--- src/hdl/tcma_pkg.sv ---
// Shared types and constants for the two-channel moving average.
// Holds the sequencer state type and the lane control bundle; no dependencies.
`timescale 1ns / 1ps

package tcma_pkg;

  localparam int CFG_WIDTH   = 7;
  localparam int INDEX_WIDTH = 16;

  typedef enum logic [2:0] {
    S_IDLE,
    S_READ,
    S_UPDATE,
    S_START,
    S_DIV,
    S_OUT
  } state_e;

  // Control bundle that the sequencer drives into every lane.
  typedef struct packed {
    logic capture;    // latch the new sample
    logic clear;      // empty the running sum
    logic rd_en;      // read the sample that leaves the window
    logic update;     // write the new sample and update the running sum
    logic use_old;    // subtract the sample read in the previous cycle
    logic div_start;  // begin the serial division of the running sum
  } lane_ctrl_t;

endpackage

--- src/hdl/two_channel_moving_average.sv ---
// The serial divider in each lane dominates the delay from input transfer to output valid.
// Inputs are taken only in the idle state, so a new sample is not accepted until the last one
// is through: until its result is loaded into the output register when a result is made, or
// until it is written when the window is still filling. A finished result waits in the output register.
// Reset: asynchronous, active low; window length 1, empty window, index 0.
// Depends on tcma_pkg, tcma_lane, tcma_merge.
`timescale 1ns / 1ps

module two_channel_moving_average #(
  parameter int MAX_WINDOW   = 64,
  parameter int SAMPLE_WIDTH = 24
) (
  input  logic                             clk_i,
  input  logic                             rst_ni,
  input  logic                             cfg_we_i,
  input  logic [tcma_pkg::CFG_WIDTH-1:0]   cfg_wdata_i,
  input  logic                             in_valid_i,
  output logic                             in_ready_o,
  input  logic [SAMPLE_WIDTH-1:0]          drag_sample_i,
  input  logic [SAMPLE_WIDTH-1:0]          lift_sample_i,
  input  logic                             start_req_i,
  output logic                             out_valid_o,
  input  logic                             out_ready_i,
  output logic [SAMPLE_WIDTH-1:0]          drag_average_o,
  output logic [SAMPLE_WIDTH-1:0]          lift_average_o,
  output logic [tcma_pkg::INDEX_WIDTH-1:0] output_index_o
);
  import tcma_pkg::*;

  localparam int PW = $clog2(MAX_WINDOW);
  localparam int LW = $clog2(MAX_WINDOW + 1);

  state_e state_q, state_d;

  logic [CFG_WIDTH-1:0]   wl_q, wl_d;
  logic [LW-1:0]          fill_q, fill_d;
  logic [PW-1:0]          wp_q, wp_d;
  logic [INDEX_WIDTH-1:0] cnt_q, cnt_d;
  logic                   use_old_q, use_old_d;

  logic [LW-1:0]   len;
  logic            full;
  logic [LW:0]     wp_ext, len_ext;
  logic [PW-1:0]   old_addr, wp_next;
  logic [LW-1:0]   fill_post;
  logic            accept;
  logic            can_load, load;
  logic            drag_done, lift_done;
  lane_ctrl_t      ctrl;
  logic [SAMPLE_WIDTH-1:0] drag_avg, lift_avg;

  // Length zero counts as one, and anything past the delay line as its depth.
  always_comb begin
    if (wl_q == '0) begin
      len = LW'(1);
    end else if (32'(wl_q) > 32'(MAX_WINDOW)) begin
      len = LW'(MAX_WINDOW);
    end else begin
      len = LW'(wl_q);
    end
  end

  assign full    = (fill_q >= len);
  assign wp_ext  = (LW + 1)'(wp_q);
  assign len_ext = (LW + 1)'(len);
  assign old_addr = (wp_ext >= len_ext) ? PW'(wp_ext - len_ext)
                                        : PW'(wp_ext + (LW + 1)'(MAX_WINDOW) - len_ext);
  assign wp_next   = (32'(wp_q) == MAX_WINDOW - 1) ? '0 : wp_q + 1'b1;
  assign fill_post = use_old_q ? fill_q : fill_q + 1'b1;

  assign in_ready_o = (state_q == S_IDLE);
  assign accept     = in_valid_i && in_ready_o;

  // Next state.
  always_comb begin
    state_d = state_q;
    case (state_q)
      S_IDLE: begin
        if (accept) begin
          state_d = S_READ;
        end
      end
      S_READ:   state_d = S_UPDATE;
      S_UPDATE: state_d = (fill_post >= len) ? S_START : S_IDLE;
      S_START:  state_d = S_DIV;
      S_DIV: begin
        if (drag_done && lift_done) begin
          state_d = S_OUT;
        end
      end
      S_OUT: begin
        if (can_load) begin
          state_d = S_IDLE;
        end
      end
      default: state_d = S_IDLE;
    endcase
  end

  // Outputs and window bookkeeping.
  always_comb begin
    ctrl      = '0;
    load      = 1'b0;
    wl_d      = wl_q;
    fill_d    = fill_q;
    wp_d      = wp_q;
    cnt_d     = cnt_q;
    use_old_d = use_old_q;
    case (state_q)
      S_IDLE: begin
        if (cfg_we_i) begin
          wl_d       = cfg_wdata_i;
          ctrl.clear = 1'b1;
          fill_d     = '0;
          wp_d       = '0;
          cnt_d      = '0;
        end else if (accept) begin
          ctrl.capture = 1'b1;
          if (start_req_i) begin
            ctrl.clear = 1'b1;
            fill_d     = '0;
            wp_d       = '0;
            cnt_d      = '0;
          end
        end
      end
      S_READ: begin
        ctrl.rd_en = full;
        use_old_d  = full;
      end
      S_UPDATE: begin
        ctrl.update  = 1'b1;
        ctrl.use_old = use_old_q;
        wp_d         = wp_next;
        fill_d       = fill_post;
      end
      S_START: begin
        ctrl.div_start = 1'b1;
      end
      S_DIV: begin
      end
      S_OUT: begin
        if (can_load) begin
          load  = 1'b1;
          cnt_d = cnt_q + 1'b1;
        end
      end
      default: begin
      end
    endcase
  end

  always_ff @(posedge clk_i or negedge rst_ni) begin
    if (!rst_ni) begin
      state_q   <= S_IDLE;
      wl_q      <= CFG_WIDTH'(1);
      fill_q    <= '0;
      wp_q      <= '0;
      cnt_q     <= '0;
      use_old_q <= 1'b0;
    end else begin
      state_q   <= state_d;
      wl_q      <= wl_d;
      fill_q    <= fill_d;
      wp_q      <= wp_d;
      cnt_q     <= cnt_d;
      use_old_q <= use_old_d;
    end
  end

  tcma_lane #(
    .MAX_WINDOW   (MAX_WINDOW),
    .SAMPLE_WIDTH (SAMPLE_WIDTH)
  ) u_drag_lane (
    .clk_i     (clk_i),
    .rst_ni    (rst_ni),
    .ctrl_i    (ctrl),
    .sample_i  (drag_sample_i),
    .rd_addr_i (old_addr),
    .wr_addr_i (wp_q),
    .len_i     (len),
    .avg_o     (drag_avg),
    .done_o    (drag_done)
  );

  tcma_lane #(
    .MAX_WINDOW   (MAX_WINDOW),
    .SAMPLE_WIDTH (SAMPLE_WIDTH)
  ) u_lift_lane (
    .clk_i     (clk_i),
    .rst_ni    (rst_ni),
    .ctrl_i    (ctrl),
    .sample_i  (lift_sample_i),
    .rd_addr_i (old_addr),
    .wr_addr_i (wp_q),
    .len_i     (len),
    .avg_o     (lift_avg),
    .done_o    (lift_done)
  );

  tcma_merge #(
    .SAMPLE_WIDTH (SAMPLE_WIDTH)
  ) u_merge (
    .clk_i       (clk_i),
    .rst_ni      (rst_ni),
    .load_i      (load),
    .drag_i      (drag_avg),
    .lift_i      (lift_avg),
    .index_i     (cnt_q),
    .can_load_o  (can_load),
    .out_valid_o (out_valid_o),
    .out_ready_i (out_ready_i),
    .drag_o      (drag_average_o),
    .lift_o      (lift_average_o),
    .index_o     (output_index_o)
  );

endmodule

--- src/hdl/tcma_ram.sv ---
// Generic single-write, single-read RAM with a registered read port.
// No package dependencies.
`timescale 1ns / 1ps

module tcma_ram #(
  parameter int WIDTH = 24,
  parameter int DEPTH = 64
) (
  input  logic                     clk_i,
  input  logic                     we_i,
  input  logic [$clog2(DEPTH)-1:0] waddr_i,
  input  logic [WIDTH-1:0]         wdata_i,
  input  logic                     re_i,
  input  logic [$clog2(DEPTH)-1:0] raddr_i,
  output logic [WIDTH-1:0]         rdata_o
);

  logic [WIDTH-1:0] mem_q [DEPTH];
  logic [WIDTH-1:0] rdata_q;

  always_ff @(posedge clk_i) begin
    if (we_i) begin
      mem_q[waddr_i] <= wdata_i;
    end
    if (re_i) begin
      rdata_q <= mem_q[raddr_i];
    end
  end

  assign rdata_o = rdata_q;

endmodule

--- src/hdl/tcma_lane.sv ---
// One averaging lane: delay line, running sum and a restoring serial divider.
// Depends on tcma_pkg and tcma_ram.
`timescale 1ns / 1ps

module tcma_lane #(
  parameter int MAX_WINDOW   = 64,
  parameter int SAMPLE_WIDTH = 24
) (
  input  logic                              clk_i,
  input  logic                              rst_ni,
  input  tcma_pkg::lane_ctrl_t              ctrl_i,
  input  logic [SAMPLE_WIDTH-1:0]           sample_i,
  input  logic [$clog2(MAX_WINDOW)-1:0]     rd_addr_i,
  input  logic [$clog2(MAX_WINDOW)-1:0]     wr_addr_i,
  input  logic [$clog2(MAX_WINDOW+1)-1:0]   len_i,
  output logic [SAMPLE_WIDTH-1:0]           avg_o,
  output logic                              done_o
);
  import tcma_pkg::*;

  localparam int PW    = $clog2(MAX_WINDOW);
  localparam int LW    = $clog2(MAX_WINDOW + 1);
  localparam int SUM_W = SAMPLE_WIDTH + PW;
  localparam int CW    = $clog2(SUM_W + 1);

  logic [SAMPLE_WIDTH-1:0] sample_q;
  logic [SAMPLE_WIDTH-1:0] old_data;
  logic [SUM_W-1:0]        sum_q, sum_d;
  logic [SUM_W-1:0]        old_ext, new_ext;

  logic [SUM_W-1:0] dvd_q, dvd_d;
  logic [LW-1:0]    rem_q, rem_d;
  logic [CW-1:0]    cnt_q, cnt_d;
  logic             busy_q, busy_d;
  logic             done_q, done_d;
  logic             neg_q, neg_d;
  logic [LW:0]      trial;
  logic             qbit;
  logic [SUM_W-1:0] quot;

  tcma_ram #(
    .WIDTH (SAMPLE_WIDTH),
    .DEPTH (MAX_WINDOW)
  ) u_ram (
    .clk_i   (clk_i),
    .we_i    (ctrl_i.update),
    .waddr_i (wr_addr_i),
    .wdata_i (sample_q),
    .re_i    (ctrl_i.rd_en),
    .raddr_i (rd_addr_i),
    .rdata_o (old_data)
  );

  always_ff @(posedge clk_i) begin
    if (ctrl_i.capture) begin
      sample_q <= sample_i;
    end
  end

  assign old_ext = {{PW{old_data[SAMPLE_WIDTH-1]}}, old_data};
  assign new_ext = {{PW{sample_q[SAMPLE_WIDTH-1]}}, sample_q};

  always_comb begin
    sum_d = sum_q;
    if (ctrl_i.clear) begin
      sum_d = '0;
    end else if (ctrl_i.update) begin
      sum_d = sum_q + new_ext - (ctrl_i.use_old ? old_ext : '0);
    end
  end

  // One quotient bit per cycle on the magnitude of the sum.
  assign trial = {rem_q, dvd_q[SUM_W-1]};
  assign qbit  = (trial >= {1'b0, len_i});

  always_comb begin
    dvd_d  = dvd_q;
    rem_d  = rem_q;
    cnt_d  = cnt_q;
    busy_d = busy_q;
    done_d = done_q;
    neg_d  = neg_q;
    if (ctrl_i.div_start) begin
      neg_d  = sum_q[SUM_W-1];
      dvd_d  = sum_q[SUM_W-1] ? (~sum_q + 1'b1) : sum_q;
      rem_d  = '0;
      cnt_d  = CW'(SUM_W);
      busy_d = 1'b1;
      done_d = 1'b0;
    end else if (busy_q) begin
      rem_d = qbit ? LW'(trial - {1'b0, len_i}) : LW'(trial);
      dvd_d = {dvd_q[SUM_W-2:0], qbit};
      cnt_d = cnt_q - 1'b1;
      if (cnt_q == CW'(1)) begin
        busy_d = 1'b0;
        done_d = 1'b1;
      end
    end
  end

  always_ff @(posedge clk_i or negedge rst_ni) begin
    if (!rst_ni) begin
      sum_q  <= '0;
      cnt_q  <= '0;
      busy_q <= 1'b0;
      done_q <= 1'b0;
    end else begin
      sum_q  <= sum_d;
      cnt_q  <= cnt_d;
      busy_q <= busy_d;
      done_q <= done_d;
    end
  end

  always_ff @(posedge clk_i) begin
    dvd_q <= dvd_d;
    rem_q <= rem_d;
    neg_q <= neg_d;
  end

  assign quot   = neg_q ? (~dvd_q + 1'b1) : dvd_q;
  assign avg_o  = quot[SAMPLE_WIDTH-1:0];
  assign done_o = done_q;

endmodule

--- src/hdl/tcma_merge.sv ---
// Output stage that joins both lane averages and the index into one transfer.
// Depends on tcma_pkg for the index width.
`timescale 1ns / 1ps

module tcma_merge #(
  parameter int SAMPLE_WIDTH = 24
) (
  input  logic                                 clk_i,
  input  logic                                 rst_ni,
  input  logic                                 load_i,
  input  logic [SAMPLE_WIDTH-1:0]              drag_i,
  input  logic [SAMPLE_WIDTH-1:0]              lift_i,
  input  logic [tcma_pkg::INDEX_WIDTH-1:0]     index_i,
  output logic                                 can_load_o,
  output logic                                 out_valid_o,
  input  logic                                 out_ready_i,
  output logic [SAMPLE_WIDTH-1:0]              drag_o,
  output logic [SAMPLE_WIDTH-1:0]              lift_o,
  output logic [tcma_pkg::INDEX_WIDTH-1:0]     index_o
);
  import tcma_pkg::*;

  logic                    valid_q;
  logic [SAMPLE_WIDTH-1:0] drag_q, lift_q;
  logic [INDEX_WIDTH-1:0]  index_q;

  // The register is free when it is empty or its result transfers this cycle.
  assign can_load_o = !valid_q || out_ready_i;

  always_ff @(posedge clk_i or negedge rst_ni) begin
    if (!rst_ni) begin
      valid_q <= 1'b0;
    end else if (load_i) begin
      valid_q <= 1'b1;
    end else if (out_ready_i) begin
      valid_q <= 1'b0;
    end
  end

  always_ff @(posedge clk_i) begin
    if (load_i) begin
      drag_q  <= drag_i;
      lift_q  <= lift_i;
      index_q <= index_i;
    end
  end

  assign out_valid_o = valid_q;
  assign drag_o      = drag_q;
  assign lift_o      = lift_q;
  assign index_o     = index_q;

endmodule
--- config.mk ---
export PLATFORM = sky130hd
export DESIGN_NAME = two_channel_moving_average
export DESIGN_NICKNAME = d
export VERILOG_FILES = /design/src/hdl/tcma_pkg.sv /design/src/hdl/two_channel_moving_average.sv /design/src/hdl/tcma_ram.sv /design/src/hdl/tcma_lane.sv /design/src/hdl/tcma_merge.sv
export SDC_FILE = /design/constraint.sdc
export NUM_CORES = 2
export LEC_CHECK = 0
export ABC_CLOCK_PERIOD_IN_PS = 6070
export BUFFER_PORTS_ARGS = -buffer_cell sky130_fd_sc_hd__buf_2
export CAP_MARGIN = 20
export CELL_PAD_IN_SITES_DETAIL_PLACEMENT = 1
export CELL_PAD_IN_SITES_GLOBAL_PLACEMENT = 1
export CORE_ASPECT_RATIO = 0.75
export CORE_UTILIZATION = 40
export CTS_CLUSTER_SIZE = 14
export DETAILED_ROUTE_END_ITERATION = 16
export PLACE_DENSITY = 0.7
export SLEW_MARGIN = 5
export SYNTH_ARGS = -nofsm -noshare
export SYNTH_HDL_FRONTEND = slang
export SYNTH_SLANG_ARGS = --single-unit
--- constraint.sdc ---
create_clock -name clk_i -period 6.07 [get_ports clk_i]
set_input_delay 0.9105 -clock clk_i [delete_from_list [all_inputs] [get_ports clk_i]]
set_output_delay 0.9105 -clock clk_i [all_outputs]
set_load 0.01 [all_outputs]
==> flow_summary_export.csv <==
group,metric,value,unit
setup_path,r2r-start,"wl_q[4]",
yosys,ys_seq_area_share,74.12,%
power,total_leakage_power,51.13,nW
setup_path,path_max_fanout,33,
run,cap_violations,0,
clock_tree,numClockSinks,3423,
finish,final.fill_count,31702,
finish,layout.nets,7393,
power,power,98.67,mW
yosys,avgSynthCellArea,20.65,um2
drt,drtIter0Drc,10459,
power,vdd_drop_max,0.6874,mV
sta,finalCriticalPeriod,5445,ps
setup_path,cp.required,6660,ps
clock_tree,cts_buffer_depth,4,
finish,final_common_cell,"edfxtp_1",
power,cellPowerDensity,626.9,mW/mm2
sta,setup-tns-final,0,ps
place,dpl.hpwl,250.8,mm
place,io_buffers,126,
floorplanning,dieArea,0.3466,mm2
setup_path,worstPathArrival,6030,ps
drt,first_pass_iters,6,
floorplanning,initial_core_util,40.20,%
finish,final_cell_mix,"edfxtp_1 (3294), mux4_2 (960), clkbuf_16 (334)",
drt,routedWlPerCell,34.67,um
setup_path,endpoint_kind,"flop",
clock_tree,clk_pin_slew,60,ps
yosys,syn_nets,6895,
grt,grt_use_met2,34.62,%
yosys,synth_area,0.1377,mm2
setup_path,r2r_end,"u_lift_lane.u_ram.rdata_o[6]",
clock_tree,post_cts_buffers,0,
min_path,hold_class,"primary input to asynchronous set/reset pin",
clock_tree,cts-root-buf,"clkbuf_16",
sta,hold_violations,0,
status,outcome,"complete, no violations",
drt,via_per_inst,6.039,
sta,tightest_slew,1223,ps
floorplanning,rows,186,
drt,vias,72611,
clock_tree,post_cts.resized_instances,0,
setup_path,ff2ff_path_depth,14,
floorplanning,fp.dieW,679.5,um
setup_path,crit_start,"wl_q[4]",
place,place_inst,11437,
sta,max_freq,183.6,MHz
grt,top_usage_layer,"met2",
clock_tree,htreeDepth,5,
grt,grtUsageMet3,9.026,%
sta,rsz0062_at_grt,"no",
setup_path,r2r_slack,620,ps
finish,area_delta_synth_final,14.30,%
drt,routed_wl,416.8,mm
setup_path,crit_path_start_kind,"flop",
yosys,synth_edf_count,3294,
finish,final_cells,12024,
grt,grt_usage,23.73,%
yosys,synth_cells,6669,
grt,first_global_vias,72818,
yosys,ys_ff_latch,3423,
yosys,synth-async-reset-ratio,3.360,%
grt,antenna_found_initial,57,
sta,finClkSkew,103.2,ps
sta,setup-violations-final,0,
grt,grt_max_degree,77,
place,placed_area,0.1472,mm2
drt,ant_nets,0,
finish,postLayoutCellArea,0.1574,mm2
clock_tree,holdBufCountCts,0,
place,gp_routability_congestion,0.8457,
yosys,synth_warnings,0,
clock_tree,cts_buffers,325,
clock_tree,clk_latency,920,ps
floorplanning,ios,127,
grt,grt_overflow,0,
clock_tree,cts_tree,"yes",
sta,slew_viol_final,0,
floorplanning,die_h,510.1,um
yosys,synth.distinct_cells,70,
finish,drive_gt1_share,26.78,%
drt,drc_errors,0,
grt,globalRouteMet1Util,34.15,%
grt,grt_pass1_wl,575.4,mm
sta,relSlewSlack,18.48,%
yosys,synthFlopType,"edfxtp_1",
sta,post-route-period-util,89.71,%
setup_path,crit_type,"flop to flop",
floorplanning,coreArea,0.3426,mm2
==> power breakdown <==
group	switching (mW)	leakage (nW)	total, mW	internal (mW)
logic	27.3	14.9	49.9	22.6
clock network	8.82	4.89	19.9	11.0
registers	1.19	31.3	28.9	27.7
==> cell type report <==
cell class	instances	area (um2)	share of cell area, %
Multi-Input combinational cell	2653	33980	21.59
Timing Repair Buffer	499	4541	2.885
Sequential cell	3423	102100	64.85
Inverter	265	994.7	0.6319
Antenna cell	13	32.53	0.02067
Clock inverter	149	1303	0.8275
Clock buffer	416	8716	5.537
Tap cell	4606	5763	3.661
==> state kept, by name (all words and copies together), names as in the netlist, 6 cells and up <==
register / cells
u_lift_lane.rem_q: 7
u_merge.index_o: 16
u_lift_lane.sample_q: 24
u_lift_lane.dvd_q: 30
u_merge.lift_o: 24
u_drag_lane.u_ram.mem_q: 1536
cnt_q: 16
fill_q: 7
u_lift_lane.sum_q: 30
u_drag_lane.u_ram.rdata_o: 24
u_merge.drag_o: 24
wl_q: 7
u_drag_lane.sum_q: 30
u_drag_lane.rem_q: 7
u_lift_lane.u_ram.mem_q: 1536
u_drag_lane.dvd_q: 30
u_lift_lane.u_ram.rdata_o: 24
u_drag_lane.sample_q: 24
wp_q: 6
==> synth_stat cells, types with 35 or more instances <==
library cell | n | share of area [%]
clkbuf_1 | 232 | 0.63
nor2b_1 | 66 | 0.30
edfxtp_1 | 3294 | 72
dfrtp_1 | 114 | 2.1
ha_1 | 104 | 0.94
a21o_1 | 44 | 0.24
a21oi_1 | 129 | 0.47
nor2_1 | 159 | 0.43
xnor2_1 | 147 | 0.93
o31ai_1 | 37 | 0.20
nand2_1 | 237 | 0.65
fa_1 | 61 | 0.89
mux2i_1 | 64 | 0.47
nand3_1 | 63 | 0.23
buf_1 | 87 | 0.24
o21ai_0 | 191 | 0.69
a211oi_1 | 67 | 0.37
and3_1 | 60 | 0.27
xor2_1 | 35 | 0.22
inv_1 | 264 | 0.72
mux4_2 | 960 | 16
==> metrics by stage <==
step | utilization, % | hold WS (ps) | setup slack (ps)
after CTS | 45.90 | 21.45 | 407.9
after global placement | 42.95 | 443.4 | 255.5
final | 45.95 | 49.06 | 624.5
after detailed placement | 42.97 | 474.9 | 430.9
after floorplan | - | 434.4 | 1563
after global routing | 45.94 | 81.10 | 484.1
==> worst max path at each step <==
stage,slack (ps),cells past startpoint,end
2_1_floorplan,1560,17,u_drag_lane.sum_q[29]
6_report,620,14,u_lift_lane.u_ram.rdata_o[6]
5_1_grt,480,13,u_lift_lane.u_ram.rdata_o[19]
3_5_place_dp,430,14,u_lift_lane.u_ram.rdata_o[22]
4_1_cts,410,14,u_lift_lane.u_ram.rdata_o[22]
3_3_place_gp,260,15,u_lift_lane.u_ram.rdata_o[13]
==> kinds of logic after synthesis <==
logic type                 after synthesis  share of synthesized area [%]
xor gates and xnor gates               182                          1.158
DFF                                   3423                          74.12
buffers and inverters                  593                          1.625
AOI/OAI and AO/OA                      560                          2.515
muxes                                 1032                          16.23
and+or+nand+nor                        714                          2.516
adders and majority gates              165                          1.832
==> worst max-delay path, cell delays in order, from the launching register on <==
cell      delay, ps
dfrtp_1         410
nor3_1          300
a21oi_1         150
nor2_1          110
buf_4           180
ha_4            130
inv_1            60
fa_4           1130
buf_12          260
buf_12          250
mux4_2          370
mux4_2          550
nor2b_1         180
a211oi_1        900
a21oi_1         120
==> layer usage <==
metal	up-vias	share of wire [%]
met5	-	0.063
met4	38	1.8
met3	528	14
met2	4543	44
met1	39210	40
li1	28292	-
No activity file was read; power rests on OpenSTA's default activity.
